### src/hw/rtl/dbcs_pkg.sv
// Shared types, constants and byte classification functions for the DBCS string validator.
package dbcs_pkg;

	// Kind of double-byte lead that is waiting for its trail byte.
	typedef enum logic [1:0] {
		KIND_NONE  = 2'd0,
		KIND_HANZI = 2'd1,
		KIND_SIGN  = 2'd2,
		KIND_KANA  = 2'd3
	} lead_kind_t;

	// One input beat as it travels between the modules.
	typedef struct packed {
		logic [7:0] text_byte;
		logic       end_of_string;
	} text_beat_t;

	localparam logic [7:0] PRINT_LO      = 8'h20;
	localparam logic [7:0] PRINT_HI      = 8'h7e;
	localparam logic [7:0] HANZI_LEAD_LO = 8'hb0;
	localparam logic [7:0] HANZI_LEAD_HI = 8'hf7;
	localparam logic [7:0] SIGN_LEAD_A   = 8'ha1;
	localparam logic [7:0] SIGN_LEAD_B   = 8'ha3;
	localparam logic [7:0] KANA_LEAD_A   = 8'ha4;
	localparam logic [7:0] KANA_LEAD_B   = 8'ha5;
	localparam logic [7:0] TRAIL_LO      = 8'ha1;
	localparam logic [7:0] TRAIL_HI      = 8'hfe;
	localparam logic [7:0] KANA_TRAIL_HI = 8'hf3;

	// Plain printable ASCII byte.
	function automatic logic is_printable(input logic [7:0] b);
		return (b >= PRINT_LO) && (b <= PRINT_HI);
	endfunction

	// Lead kind that a byte opens, or none.
	function automatic lead_kind_t lead_kind_of(input logic [7:0] b);
		lead_kind_t k;
		k = KIND_NONE;
		if ((b >= HANZI_LEAD_LO) && (b <= HANZI_LEAD_HI))
			k = KIND_HANZI;
		else if ((b == SIGN_LEAD_A) || (b == SIGN_LEAD_B))
			k = KIND_SIGN;
		else if ((b == KANA_LEAD_A) || (b == KANA_LEAD_B))
			k = KIND_KANA;
		return k;
	endfunction

	// Whether a byte is a valid trail for the pending lead kind.
	function automatic logic trail_ok(input lead_kind_t k, input logic [7:0] b);
		logic ok;
		if (k == KIND_KANA)
			ok = (b >= TRAIL_LO) && (b <= KANA_TRAIL_HI);
		else
			ok = (b >= TRAIL_LO) && (b <= TRAIL_HI);
		return ok;
	endfunction

endpackage

### src/hw/rtl/dbcs_text_if.sv
// Valid/ready channel that carries string bytes and the terminator mark.
interface dbcs_text_if;
	logic       valid;
	logic       ready;
	logic [7:0] text_byte;
	logic       end_of_string;

	modport source (output valid, output text_byte, output end_of_string, input ready);
	modport sink   (input valid, input text_byte, input end_of_string, output ready);
endinterface

### src/hw/rtl/dbcs_verdict_if.sv
// Valid/ready channel that carries the per-string verdict.
interface dbcs_verdict_if;
	logic valid;
	logic ready;
	logic string_bad;

	modport source (output valid, output string_bad, input ready);
	modport sink   (input valid, input string_bad, output ready);
endinterface

### src/hw/rtl/dbcs_string_validator.sv
// Top level of the DBCS string validator: input stage, checker and verdict register.
//
// Usage: the text channel takes one string byte per beat; a beat with
// end_of_string set closes the string, and its text_byte is ignored. Each
// terminator produces exactly one beat on the verdict channel, string_bad
// set when an unknown byte or a broken double-byte pair was seen, or when
// a lead byte was left without its trail. Byte beats produce no output.
// Throughput: one beat per cycle, sustained, as long as verdicts are taken.
// A terminator passes through the input stage, then its verdict is loaded
// into the verdict register, which drives the verdict port.
// The checking state is updated as a beat leaves the input stage, so every
// byte is a single compare-and-select step within that cycle.
// Reset clears the input stage, the checking state and the verdict register;
// the block is ready for a new string right after reset is released.
// When the receiver stalls, a held verdict stays on the port; byte beats
// keep flowing, and only a second terminator waits in the input stage,
// which then backpressures the text channel until the verdict is taken.
// Bytes at or past position MAX_CHECK_LEN are not checked, except a trail
// that completes a pair begun at the last checked position.
module dbcs_string_validator
	import dbcs_pkg::*;
#(
	parameter int MAX_CHECK_LEN = 255
) (
	input  logic                  clk,
	input  logic                  arst_n,
	dbcs_text_if.sink             text,
	dbcs_verdict_if.source        verdict
);

	logic       valid_s1;
	text_beat_t beat_s1;
	logic       advance_s1;
	logic       check_verdict;
	logic       valid_q;
	logic       bad_q;

	// A byte beat always leaves the stage; a terminator needs a free verdict slot.
	assign advance_s1 = valid_s1 &&
		(!beat_s1.end_of_string || !valid_q || verdict.ready);
	assign text.ready = !valid_s1 || advance_s1;

	// Input stage.
	always_ff @(posedge clk or negedge arst_n) begin
		if (!arst_n)
			valid_s1 <= 1'b0;
		else if (text.ready)
			valid_s1 <= text.valid;
	end

	always_ff @(posedge clk) begin
		if (text.valid && text.ready) begin
			beat_s1.text_byte     <= text.text_byte;
			beat_s1.end_of_string <= text.end_of_string;
		end
	end

	dbcs_check #(
		.MAX_CHECK_LEN(MAX_CHECK_LEN)
	) u_check (
		.clk    (clk),
		.arst_n (arst_n),
		.step   (advance_s1),
		.beat   (beat_s1),
		.verdict(check_verdict)
	);

	// Verdict register.
	always_ff @(posedge clk or negedge arst_n) begin
		if (!arst_n)
			valid_q <= 1'b0;
		else if (advance_s1 && beat_s1.end_of_string)
			valid_q <= 1'b1;
		else if (verdict.ready)
			valid_q <= 1'b0;
	end

	always_ff @(posedge clk) begin
		if (advance_s1 && beat_s1.end_of_string)
			bad_q <= check_verdict;
	end

	assign verdict.valid      = valid_q;
	assign verdict.string_bad = bad_q;

	// A terminator never overwrites a verdict that is still waiting.
	assert property (@(posedge clk) disable iff (!arst_n)
		advance_s1 && beat_s1.end_of_string |-> !valid_q || verdict.ready)
		else $error("verdict overwritten");

	// Backpressure on the text channel only comes from a stalled terminator.
	assert property (@(posedge clk) disable iff (!arst_n)
		!text.ready |-> valid_s1 && beat_s1.end_of_string && valid_q && !verdict.ready)
		else $error("input stalled without cause");

	// A verdict appears only after a terminator left the input stage.
	assert property (@(posedge clk) disable iff (!arst_n)
		$rose(valid_q) |-> $past(advance_s1 && beat_s1.end_of_string))
		else $error("verdict without terminator");

endmodule

### src/hw/rtl/dbcs_check.sv
// Per-string checking state: byte position, pending lead kind and sticky bad flag.
module dbcs_check
	import dbcs_pkg::*;
#(
	parameter int MAX_CHECK_LEN = 255
) (
	input  logic       clk,
	input  logic       arst_n,
	input  logic       step,
	input  text_beat_t beat,
	output logic       verdict
);

	localparam int PosW = $clog2(MAX_CHECK_LEN + 1);
	localparam logic [PosW-1:0] PosMax = PosW'(MAX_CHECK_LEN);

	logic [PosW-1:0] pos_q, pos_d;
	lead_kind_t      kind_q, kind_d;
	logic            bad_q, bad_d;
	logic            in_window;
	lead_kind_t      new_kind;

	assign in_window = (pos_q < PosMax);
	assign new_kind  = lead_kind_of(beat.text_byte);

	// The terminator's verdict also counts a lead left without its trail.
	assign verdict = bad_q | (kind_q != KIND_NONE);

	// Next state for one beat.
	always_comb begin
		pos_d  = pos_q;
		kind_d = kind_q;
		bad_d  = bad_q;
		if (beat.end_of_string) begin
			pos_d  = '0;
			kind_d = KIND_NONE;
			bad_d  = 1'b0;
		end else begin
			if (kind_q != KIND_NONE) begin
				if (!trail_ok(kind_q, beat.text_byte))
					bad_d = 1'b1;
				kind_d = KIND_NONE;
			end else if (in_window && !is_printable(beat.text_byte)) begin
				if (new_kind == KIND_NONE)
					bad_d = 1'b1;
				else
					kind_d = new_kind;
			end
			if (in_window)
				pos_d = pos_q + 1'b1;
		end
	end

	// State registers advance once per beat.
	always_ff @(posedge clk or negedge arst_n) begin
		if (!arst_n) begin
			pos_q  <= '0;
			kind_q <= KIND_NONE;
			bad_q  <= 1'b0;
		end else if (step) begin
			pos_q  <= pos_d;
			kind_q <= kind_d;
			bad_q  <= bad_d;
		end
	end

	// A terminator leaves the state cleared for the next string.
	assert property (@(posedge clk) disable iff (!arst_n)
		step && beat.end_of_string |=> (pos_q == '0) && (kind_q == KIND_NONE) && !bad_q)
		else $error("state not cleared after terminator");

	// The position saturates and never passes the check limit.
	assert property (@(posedge clk) disable iff (!arst_n) pos_q <= PosMax)
		else $error("byte position beyond limit");

	// A fault stays recorded until the terminator.
	assert property (@(posedge clk) disable iff (!arst_n)
		bad_q && !(step && beat.end_of_string) |=> bad_q)
		else $error("bad flag cleared inside a string");

endmodule

### src/flat_wrapper.sv
// flat-port wrapper written by rule: the top's interface ports become plain ports
module dbcs_string_validator_flat import dbcs_pkg::*;
#(
	parameter int MAX_CHECK_LEN = 255
)
  (clk, arst_n, text_valid, text_text_byte, text_end_of_string, text_ready, verdict_valid, verdict_string_bad, verdict_ready);
  dbcs_text_if text_i ();
  dbcs_verdict_if verdict_i ();
  input  logic clk;
  input  logic arst_n;
  input wire logic [$bits(text_i.valid)-1:0] text_valid;
  input wire logic [$bits(text_i.text_byte)-1:0] text_text_byte;
  input wire logic [$bits(text_i.end_of_string)-1:0] text_end_of_string;
  output wire logic [$bits(text_i.ready)-1:0] text_ready;
  output wire logic [$bits(verdict_i.valid)-1:0] verdict_valid;
  output wire logic [$bits(verdict_i.string_bad)-1:0] verdict_string_bad;
  input wire logic [$bits(verdict_i.ready)-1:0] verdict_ready;
  assign text_i.valid = text_valid;
  assign text_i.text_byte = text_text_byte;
  assign text_i.end_of_string = text_end_of_string;
  assign text_ready = text_i.ready;
  assign verdict_valid = verdict_i.valid;
  assign verdict_string_bad = verdict_i.string_bad;
  assign verdict_i.ready = verdict_ready;
  dbcs_string_validator #(.MAX_CHECK_LEN(MAX_CHECK_LEN)) u_core (.clk(clk), .arst_n(arst_n), .text(text_i), .verdict(verdict_i));
endmodule
### config.mk
export PLATFORM = sky130hd
export DESIGN_NAME = dbcs_string_validator_flat
export DESIGN_NICKNAME = d
export VERILOG_FILES = /design/src/hw/rtl/dbcs_pkg.sv /design/src/hw/rtl/dbcs_text_if.sv /design/src/hw/rtl/dbcs_verdict_if.sv /design/src/hw/rtl/dbcs_string_validator.sv /design/src/hw/rtl/dbcs_check.sv /design/src/flat_wrapper.sv
export SDC_FILE = /design/constraint.sdc
export NUM_CORES = 1
export LEC_CHECK = 0
export BUFFER_PORTS_ARGS = -buffer_cell sky130_fd_sc_hd__buf_2
export CAP_MARGIN = 40
export CORE_ASPECT_RATIO = 1.4
export CORE_UTILIZATION = 30
export CTS_CLUSTER_SIZE = 20
export DETAILED_ROUTE_END_ITERATION = 10
export PLACE_DENSITY = 0.53
export SYNTH_ARGS = -nofsm -noshare
export SYNTH_HDL_FRONTEND = slang
export SYNTH_SLANG_ARGS = --single-unit
### constraint.sdc
create_clock -name clk -period 1.7 [get_ports clk]
set_input_delay 0.085 -clock clk [delete_from_list [all_inputs] [get_ports clk]]
set_output_delay 0.085 -clock clk [all_outputs]
set_load 0.02 [all_outputs]
==> impl_metrics.csv, run 1 <==
group,metric,value,unit
pwr,combPwrFrac,15.7,%
timing,final.period_utilization,95.0,%
yosys,syn_inst,98,
timing,relSlewSlack,75.2,%
yosys,synth-seq-cells,23,
setup_path,rr_startpoint,"u_core.u_check.pos_q[0]",
global_routing,top_usage_layer,"met2",
timing,period_needed,1.61,ns
route,drc,0,
layout,fin_nets,147,
setup_path,cp.required,1.89,ns
global_routing,grt_pass1_vias,905,
die,die_h,75.0,um
timing,setup_tns,0,ns
setup_path,r2r-end,"u_core.u_check.pos_q[7]",
yosys,async_reset_ff_share,56.5,%
timing,holdWs,0.0145,ns
yosys,ys_types,37,
pwr,ir_worst_vdd,0.000506,V
setup_path,setup.worst_path.start_class,"register",
clock_tree,numCtsBuffers,3,
timing,slew_viol_final,0,
timing,setup_viol,0,
clock_tree,cts_tree,"built",
layout,num_antenna_cells,0,
yosys,syn_area,0.00114,mm2
layout,final_cell_mix,"15 x buf_2, 13 x dfrtp_1, 10 x dlygate4sd3_1, 10 x edfxtp_1",
pwr,cellInternalPower,896,uW
global_routing,grt_max_degree,14,
yosys,synth_edf_count,10,
setup_path,critical_path_class,"reg2reg",
setup_path,r2r_slack,0.09,ns
job,drv_cap,0,
global_routing,grtUsageMet2,24.0,%
pwr,pwr-share-seq,56.4,%
global_routing,grt_antenna_before_repair,0,
route,num_vias,913,
clock_tree,ctsHtreeMaxLevel,1,
setup_path,critPathCapture,"u_core.u_check.pos_q[7]",
setup_path,cp-end-kind,"register",
global_routing,grt_util_all_layers,12.9,%
global_routing,grt_use_met3,2.42,%
route,drt-total-wl,2250,um
setup_path,critPathLaunch,"u_core.u_check.pos_q[0]",
pwr,leakage,0.600,nW
pwr,clkPwrFrac,28.0,%
placed_design,routabilityCongestion,0.786,
clock_tree,clock_latency,0.26,ns
route,wl_per_cell,12.9,um
pwr,p_switching,296,uW
route,viasPerCell,5.25,
yosys,avgSynthCellArea,11.6,um2
die,die_area,0.00406,mm2
route,antenna_left,0,
placed_design,dp_hpwl,1640,um
timing,fin_skew,0.00437,ns
timing,fmax,619,MHz
global_routing,grt_pass1_wl,3840,um
yosys,seq_area_frac_synth,54.8,%
pwr,swShare,24.8,%
yosys,synth_area_leaders,"dfrtp_1 29%, edfxtp_1 26%, a21oi_1 3.1%",
global_routing,overflow,0,
yosys,synth_top_flop_cell,"dfrtp_1",
timing,hold_violations,0,
route,drt_iter0_drc,11,
clock_tree,clock_path_buffers,2,
layout,layout_commonest_cell,"buf_2",
global_routing,grt_util_met1,13.9,%
die,fp.coreArea,0.00364,mm2
placed_design,numPortBuffers,15,
die,initial_core_util,31.3,%
die,die_width,54.1,um
clock_tree,cts-root-buf,"clkbuf_8",
timing,tightest_slew,0.372,ns
route,dr.pass1.iters,4,
pwr,power_density,811,mW/mm2
setup_path,crit_arrival,1.80,ns
clock_tree,cts_sinks,23,
die,ios,16,
layout,drive_gt1_share,25.0,%
setup_path,critPathMaxFanout,7,
clock_tree,clk_pin_slew,0.08,ns
yosys,synth_nets,112,
timing,rsz0062_at_grt,"false",
die,rows,26,
setup_path,rr_worst_depth,5,
hold_path,worst_hold_path_type,"in2reg",
yosys,synth_top_cell_by_area,"dfrtp_1",
run_status,outcome,"completed",
layout,syn_to_final_growth,28.8,%
yosys,yosysWarningCount,0,
yosys,yosysTopAreaCellShare,28.5,%
==> sequential cells by signal, summed over array words and instances, names as in the netlist <==
signal and cells:
u_core.beat_s1 9, u_core.u_check.pos_q 8, u_core.u_check.kind_q 2, u_core.u_check.bad_q 1, u_core.valid_s1 1, u_core.verdict.string_bad 1, u_core.verdict.valid 1
==> synth_stat cells (all sizes together) (2+ instances only) <==
cell type  instances
nand2b             3
or4                2
or2                2
nor4               2
o31ai              2
nor2               7
or3                3
a32o               2
nand2              7
nand4              4
edfxtp            10
dfrtp             13
a21oi              7
o21ai              6
nand3              5
o211ai             3
inv                2
==> layout make-up <==
type	count	area [um2]
Clock buffer	4	45.0
Fill cell	367	2170
Inverter	2	7.51
Multi-Input combinational cell	72	507
Sequential cell	23	626
Tap cell	42	52.6
Timing Repair Buffer	31	233
==> through the flow <==
step | setup slack, ns | total power [mW] | instances | util, % | instance area, um2
after floorplan | 0.126 | 0.769 | 98 | - | 1140
after global placement | 0.0758 | 0.824 | 156 | 35.3 | 1280
after detailed placement | 0.0122 | 0.830 | 156 | 35.3 | 1280
after CTS | 0.0345 | 1.19 | 170 | 39.5 | 1440
after global routing | 0.0295 | 1.26 | 174 | 40.4 | 1470
final | 0.0856 | 1.19 | 174 | 40.4 | 1470
==> critical path: stages, from the launching register on <==
cell and delay, ns:
dfrtp_1 0.40, ha_2 0.21, nand3_4 0.12, o311ai_4 0.13, or4_1 0.53, a21oi_1 0.16
==> what timing repair did <==
action | 4_1_cts | 5_1_grt
hold buffers | 10 | 0
setup buffers | 0 | 4
hold endpoints to repair | 22 | 0
setup endpoints to repair | 2 | 2
resized for setup | 2 | 0
pin swaps | 0 | 1
==> how the worst min path moves through the flow <==
stage / start / to / slack, ns / cells past startpoint
6_report: text_valid / u_core.valid_s1 / 0.01 / 2
5_1_grt: text_valid / u_core.valid_s1 / 0.04 / 2
4_1_cts: text_valid / u_core.valid_s1 / 0.01 / 2
3_5_place_dp: arst_n / u_core.u_check.pos_q[5] / -0.005 / 1
3_3_place_gp: arst_n / u_core.u_check.pos_q[7] / -0.01 / 1
2_1_floorplan: arst_n / u_core.u_check.bad_q / -0.21 / 0
==> power groups by stage <==
stage                     clock (mW)  sequential [mW]  combinational, mW
after floorplan                    0            0.674             0.0949
after global placement             0            0.679              0.146
after detailed placement           0            0.682              0.149
after CTS                      0.351            0.672              0.169
after global routing           0.373            0.678              0.207
final                          0.334            0.672              0.187
==> layer usage <==
| metal | vias up | part of all wire [%] |
|---|---|---|
| met5 | - | 0 |
| met4 | 0 | 1.9 |
| met3 | 6 | 2.1 |
| met2 | 16 | 54 |
| met1 | 440 | 42 |
| li1 | 451 | - |
==> logic make-up (layout without fill, tap and decap cells) <==
| kind of cell | count (synthesis) | count (layout) | share of synthesized area [%] |
|---|---|---|---|
| multiplexers | 1 | 1 | 0.987 |
| AND/OR/NAND/NOR | 41 | 41 | 22.0 |
| buffers and inverters | 3 | 37 | 1.64 |
| adder cells (fa/ha/maj) | 1 | 1 | 1.10 |
| AO/OA/AOI/OAI | 29 | 29 | 19.4 |
| flip-flops | 23 | 23 | 54.8 |
(Power assumes the default switching activity.)
==> run 2: changes to the inputs <==
PLACE_DENSITY = default   (was 0.53)
PLACE_DENSITY_LB_ADDON = 0.3   (was default)
==> run 2 against run 1 <==
Final cell count decreased by 1.7%. Clock skew increased by 0.0027 ns. Critical path depth rose by 1. Worst hold slack improved by 0.0034 ns. Maximum frequency barely moved. Clock-buffer cell count is the same. Setup slack improved by 0.0014 ns. Register-to-register slack is essentially flat. Non-clock buffer count decreased by 3. Die area stayed put. Core utilization fell by 0.27 points. First-iteration DRC count fell by 27%. Critical path type unchanged. Critical endpoint is now u_core.u_check.pos_q[6]. Largest cell class unchanged. Largest power group unchanged.
==> impl_metrics.csv, run 2 (synthesized netlist as in run 1, its figures left out) <==
group,metric,value,unit
pwr,clkPwrFrac,28.4,%
route,drt-total-wl,2220,um
global_routing,grt_util_all_layers,12.5,%
pwr,leakage,0.590,nW
die,die_h,75.0,um
pwr,pwr-share-seq,56.8,%
pwr,cellInternalPower,888,uW
timing,fmax,620,MHz
layout,fin_nets,144,
pwr,p_switching,294,uW
pwr,combPwrFrac,14.8,%
timing,final.period_utilization,94.9,%
pwr,ir_worst_vdd,0.000402,V
layout,syn_to_final_growth,28.0,%
clock_tree,cts_tree,"built",
layout,layout_commonest_cell,"buf_2",
clock_tree,clock_latency,0.26,ns
placed_design,dp_hpwl,1590,um
timing,worst_slack,0.0871,ns
die,ios,16,
run_status,outcome,"completed",
route,wl_met2,1240,um
setup_path,rr_worst_depth,6,
layout,reg.largest.list,"u_core.beat_s1 (9), u_core.u_check.pos_q (8), u_core.u_check.kind_q (2)",
timing,period_needed,1.61,ns
job,drv_cap,0,
layout,final_cell_mix,"15 x buf_2, 13 x dfrtp_1, 10 x dlygate4sd3_1, 10 x edfxtp_1",
pwr,swShare,24.9,%
setup_path,rr_startpoint,"u_core.u_check.pos_q[0]",
placed_design,routabilityCongestion,0.827,
die,fp.coreArea,0.00364,mm2
route,wl_met3,43,um
layout,drive_gt1_share,23.3,%
layout,final_cells,171,
timing,fin_skew,0.00710,ns
route,viasPerCell,5.30,
route,dr.pass1.iters,4,
clock_tree,ctsHtreeMaxLevel,1,
timing,hold_violations,0,
setup_path,cp.required,1.86,ns
route,drt_iter0_drc,8,
clock_tree,numCtsBuffers,3,
clock_tree,clock_path_buffers,2,
setup_path,critical_path_class,"reg2reg",
global_routing,grt_max_degree,14,
timing,setup_viol,0,
setup_path,crit_arrival,1.77,ns
route,drc,0,
placed_design,dp_cells,156,
die,initial_core_util,31.3,%
placed_design,place_ws,0.0241,ns
layout,fillCellCount,362,
route,topRoutingLayerUsed,"met4",
route,wl_per_cell,13.0,um
hold_path,worst_hold_path_type,"in2reg",
global_routing,grt_pass1_vias,901,
layout,multi_input_area,507,um2
pwr,finalPower,1.18,mW
layout,top_register,"u_core.beat_s1",
global_routing,grt_pass1_wl,3660,um
global_routing,overflow,0,
die,rows,26,
global_routing,grt_antenna_before_repair,0,
setup_path,r2r-end,"u_core.u_check.pos_q[6]",
placed_design,numPortBuffers,15,
route,antenna_left,0,
die,die_width,54.1,um
layout,largest_reg_flops,9,
setup_path,cp-end-kind,"register",
timing,slew_viol_final,0,
hold_path,whs_endpoint,"u_core.valid_s1",
timing,relSlewSlack,72.9,%
route,num_vias,906,
hold_path,whs_path_depth,2,
setup_path,r2r_slack,0.09,ns
setup_path,critPathMaxFanout,7,
setup_path,setup.worst_path.start_class,"register",
hold_path,min-delay-start,"text_valid",
clock_tree,cts-root-buf,"clkbuf_8",
route,met1_length,895,um
clock_tree,cts_sinks,23,
layout,num_antenna_cells,0,
timing,tightest_slew,0.406,ns
clock_tree,clk_pin_slew,0.08,ns
layout,fin_util,40.1,%
pwr,power_density,810,mW/mm2
layout,seq_area,626,um2
die,die_area,0.00406,mm2
[run 2: changes by cell type in the layout (fill, tap and decap cells not counted)]
cell / previous run / this run
buf_12: 1 / 2
buf_4: 5 / 1
[run 2: what timing repair did]
item	CTS	global route
hold buffers	10	0
buffers inserted	0	1
resized for setup	0	2
endpoints found under the setup margin	0	3
endpoints found under the hold margin	22	0
[run 2: worst max path at each step]
stage	cells after the start	end	startpoint	slack [ns]
3_3_place_gp	5	u_core.u_check.pos_q[5]	u_core.u_check.pos_q[0]	0.08
2_1_floorplan	5	u_core.u_check.pos_q[5]	u_core.u_check.pos_q[0]	0.13
3_5_place_dp	5	u_core.u_check.pos_q[7]	u_core.u_check.pos_q[0]	0.02
6_report	6	u_core.u_check.pos_q[6]	u_core.u_check.pos_q[0]	0.09
4_1_cts	5	u_core.u_check.pos_q[7]	u_core.u_check.pos_q[0]	0.01
5_1_grt	5	u_core.u_check.pos_q[5]	u_core.u_check.pos_q[0]	-0.004
[run 2: cell type report]
type / instances / share of cell area, %
clock buffers: 4 / 3.08
inverters: 2 / 0.514
well taps: 42 / 3.60
repair buffers: 28 / 15.3
multi-input cells: 72 / 34.7
flip-flops and latches: 23 / 42.8
[run 2: per-layer routing]
| layer | GRT usage (%) | vias to the layer above |
|---|---|---|
| met3 | 2.42 | 4 |
| li1 | - | 444 |
| met4 | 6.55 | 0 |
| met1 | 12.8 | 444 |
| met2 | 23.0 | 14 |
| met5 | 0 | - |
[run 2: critical path, stage by stage (launching register included)]
cell      delay (ns)
dfrtp_1         0.41
ha_2            0.21
nand3_4         0.11
o311ai_4        0.14
buf_12          0.17
o31a_2          0.28
o21a_1          0.19
[run 2: power by group through the flow]
stage                     Sequential [mW]  Combinational (mW)  Clock (mW)
after detailed placement            0.681               0.148           0
after floorplan                     0.674              0.0949           0
after CTS                           0.669               0.166       0.350
final                               0.672               0.175       0.336
after global placement              0.678               0.145           0
after global routing                0.678               0.196       0.369
[run 2: per-stage QoR]
step	TNS, ns	hold slack [ns]	instance area, um2
after floorplan	0	-0.211	1140
after detailed placement	0	-0.00465	1280
final	0	0.0180	1460
after global routing	-0.00445	0.0296	1460
after global placement	0	-0.0143	1280
after CTS	0	0.0161	1430
==> run 3: changes to the inputs <==
==> constraint.sdc (replaced) <==
create_clock -name clk -period 1.7 [get_ports clk]
set_input_delay 0.085 -clock clk [delete_from_list [all_inputs] [get_ports clk]]
set_output_delay 0.085 -clock clk [all_outputs]
set_load 0.1 [all_outputs]
==> run 3 against run 2 <==
Flip-flop and latch count is the same. Sequential share of layout area is 0.26 points higher. Global-route usage is 0.25 points higher. Combinational power grew 20%. Worst hold slack is essentially flat. Final area unchanged. Largest power group unchanged. Clock power is 4% higher. Core utilization stayed put. Wire length up 6.0%.
==> impl_metrics.csv, run 3 (synthesized netlist as in run 1, its figures left out) <==
group,metric,value,unit
route,dr.pass1.iters,4,
pwr,power_density,843,mW/mm2
hold_path,min-delay-start,"text_valid",
timing,final.period_utilization,94.6,%
clock_tree,ctsHtreeMaxLevel,1,
setup_path,setup.worst_path.start_class,"register",
route,wl_per_cell,13.7,um
setup_path,rr_worst_depth,5,
placed_design,placed_area,0.00129,mm2
pwr,leakage,0.599,nW
pwr,clkPwrFrac,28.3,%
setup_path,r2r-end,"u_core.u_check.pos_q[6]",
global_routing,grt_pass1_wl,3700,um
clock_tree,clk_pin_slew,0.08,ns
route,drc,0,
layout,fin_nets,145,
placed_design,routabilityCongestion,0.826,
global_routing,grt_max_degree,14,
layout,num_antenna_cells,0,
layout,final_cell_mix,"14 x buf_2, 12 x dfrtp_1, 10 x dlygate4sd3_1, 10 x edfxtp_1",
timing,tightest_slew,0.484,ns
clock_tree,clock_path_buffers,2,
die,initial_core_util,31.3,%
layout,fin_util,40.1,%
pwr,p_switching,348,uW
setup_path,rr_startpoint,"u_core.beat_s1[0]",
timing,rsz0062_at_grt,"false",
die,rows,26,
timing,setup_viol,0,
layout,largest_reg_flops,9,
die,die_area,0.00406,mm2
die,die_width,54.1,um
setup_path,crit_arrival,1.77,ns
hold_path,worst_hold_path_type,"in2reg",
pwr,combPwrFrac,17.1,%
route,viasPerCell,5.08,
global_routing,grt_pass1_vias,856,
setup_path,critPathMaxFanout,7,
pwr,ir_worst_vdd,0.000467,V
layout,seq_area,629,um2
layout,syn_to_final_growth,28.0,%
job,drv_cap,0,
pwr,swShare,28.3,%
setup_path,r2r_slack,0.09,ns
timing,fmax,622,MHz
global_routing,grt_util_all_layers,12.8,%
die,die_h,75.0,um
timing,slew_viol_final,0,
timing,period_needed,1.61,ns
layout,multi_input_area,517,um2
route,drt_iter0_drc,15,
placed_design,dp_hpwl,1720,um
layout,reg.largest.list,"u_core.beat_s1 (9), u_core.u_check.pos_q (8), u_core.u_check.kind_q (2)",
layout,drive_gt1_share,26.9,%
die,ios,16,
placed_design,numPortBuffers,15,
pwr,cellInternalPower,884,uW
clock_tree,cts_sinks,23,
layout,top_register,"u_core.beat_s1",
global_routing,overflow,0,
die,fp.coreArea,0.00364,mm2
run_status,outcome,"completed",
timing,fin_skew,0.00643,ns
setup_path,cp-end-kind,"register",
layout,layout_commonest_cell,"buf_2",
global_routing,grt_antenna_before_repair,0,
clock_tree,cts-root-buf,"clkbuf_8",
hold_path,whs_path_depth,2,
timing,hold_violations,0,
setup_path,critical_path_class,"reg2reg",
setup_path,cp.required,1.86,ns
timing,setup_tns,0,ns
route,drt-total-wl,2350,um
layout,fillCellCount,358,
clock_tree,cts_tree,"built",
route,num_vias,874,
clock_tree,clock_latency,0.27,ns
layout,fin_area,0.00146,mm2
pwr,pwr-share-seq,54.6,%
hold_path,whs_endpoint,"u_core.valid_s1",
clock_tree,numCtsBuffers,3,
timing,relSlewSlack,67.9,%
route,antenna_left,0,
[run 3: what timing repair did]
| action | CTS | global route |
|---|---|---|
| hold endpoints to repair | 22 | 0 |
| buffers inserted | 0 | 2 |
| hold buffers | 10 | 0 |
| resized for setup | 0 | 3 |
| setup endpoints to repair | 0 | 5 |
[run 3: power by group through the flow]
| stage | registers, mW | logic [mW] | clock network, mW |
|---|---|---|---|
| after floorplan | 0.707 | 0.102 | 0 |
| after global placement | 0.678 | 0.179 | 0 |
| after detailed placement | 0.681 | 0.186 | 0 |
| after CTS | 0.670 | 0.204 | 0.355 |
| after global routing | 0.678 | 0.227 | 0.378 |
| final | 0.673 | 0.210 | 0.349 |
[run 3: layout make-up]
| class | instances | share of cell area, % |
|---|---|---|
| inverter | 2 | 0.514 |
| multi-input combinational | 72 | 35.4 |
| clock inverter | 1 | 0.343 |
| timing repair buffer | 29 | 14.2 |
| tap | 42 | 3.60 |
| sequential | 23 | 43.1 |
| clock buffer | 3 | 2.83 |
[run 3: through the flow]
stage	hold WS, ns	setup WS, ns	instances	power [mW]
after floorplan	-0.211	0.00534	98	0.808
after global placement	-0.0110	0.0744	156	0.858
after detailed placement	-0.00346	0.0310	156	0.867
after CTS	0.0164	0.00705	170	1.23
after global routing	0.0353	0.0281	172	1.28
final	0.0181	0.0919	172	1.23
[run 3: critical path: stages, from the launching register on]
cell	delay, ns
edfxtp_1	0.56
nand3b_4	0.17
o311ai_4	0.13
buf_4	0.19
o31a_2	0.28
o21a_1	0.18
[run 3: metal layers]
layer  GRT usage (%)  vias up  part of all wire, %
met4            7.41        0                 0.81
li1                -      444                    -
met1            12.8      412                   42
met2            23.4       16                   55
met5               0        -                    0
met3            2.42        2                  2.2
[run 3: how the worst max path moves through the flow]
stage | start | cells after the start | slack, ns | endpoint
after floorplan | u_core.verdict.valid | 3 | 0.005 | u_core.beat_s1[0]
after global placement | u_core.u_check.pos_q[0] | 5 | 0.07 | u_core.u_check.pos_q[7]
after detailed placement | u_core.u_check.pos_q[0] | 5 | 0.03 | u_core.u_check.pos_q[7]
after CTS | u_core.u_check.pos_q[0] | 5 | 0.007 | u_core.u_check.pos_q[7]
after global routing | u_core.beat_s1[0] | 4 | 0.03 | u_core.u_check.pos_q[7]
final | u_core.beat_s1[0] | 5 | 0.09 | u_core.u_check.pos_q[6]
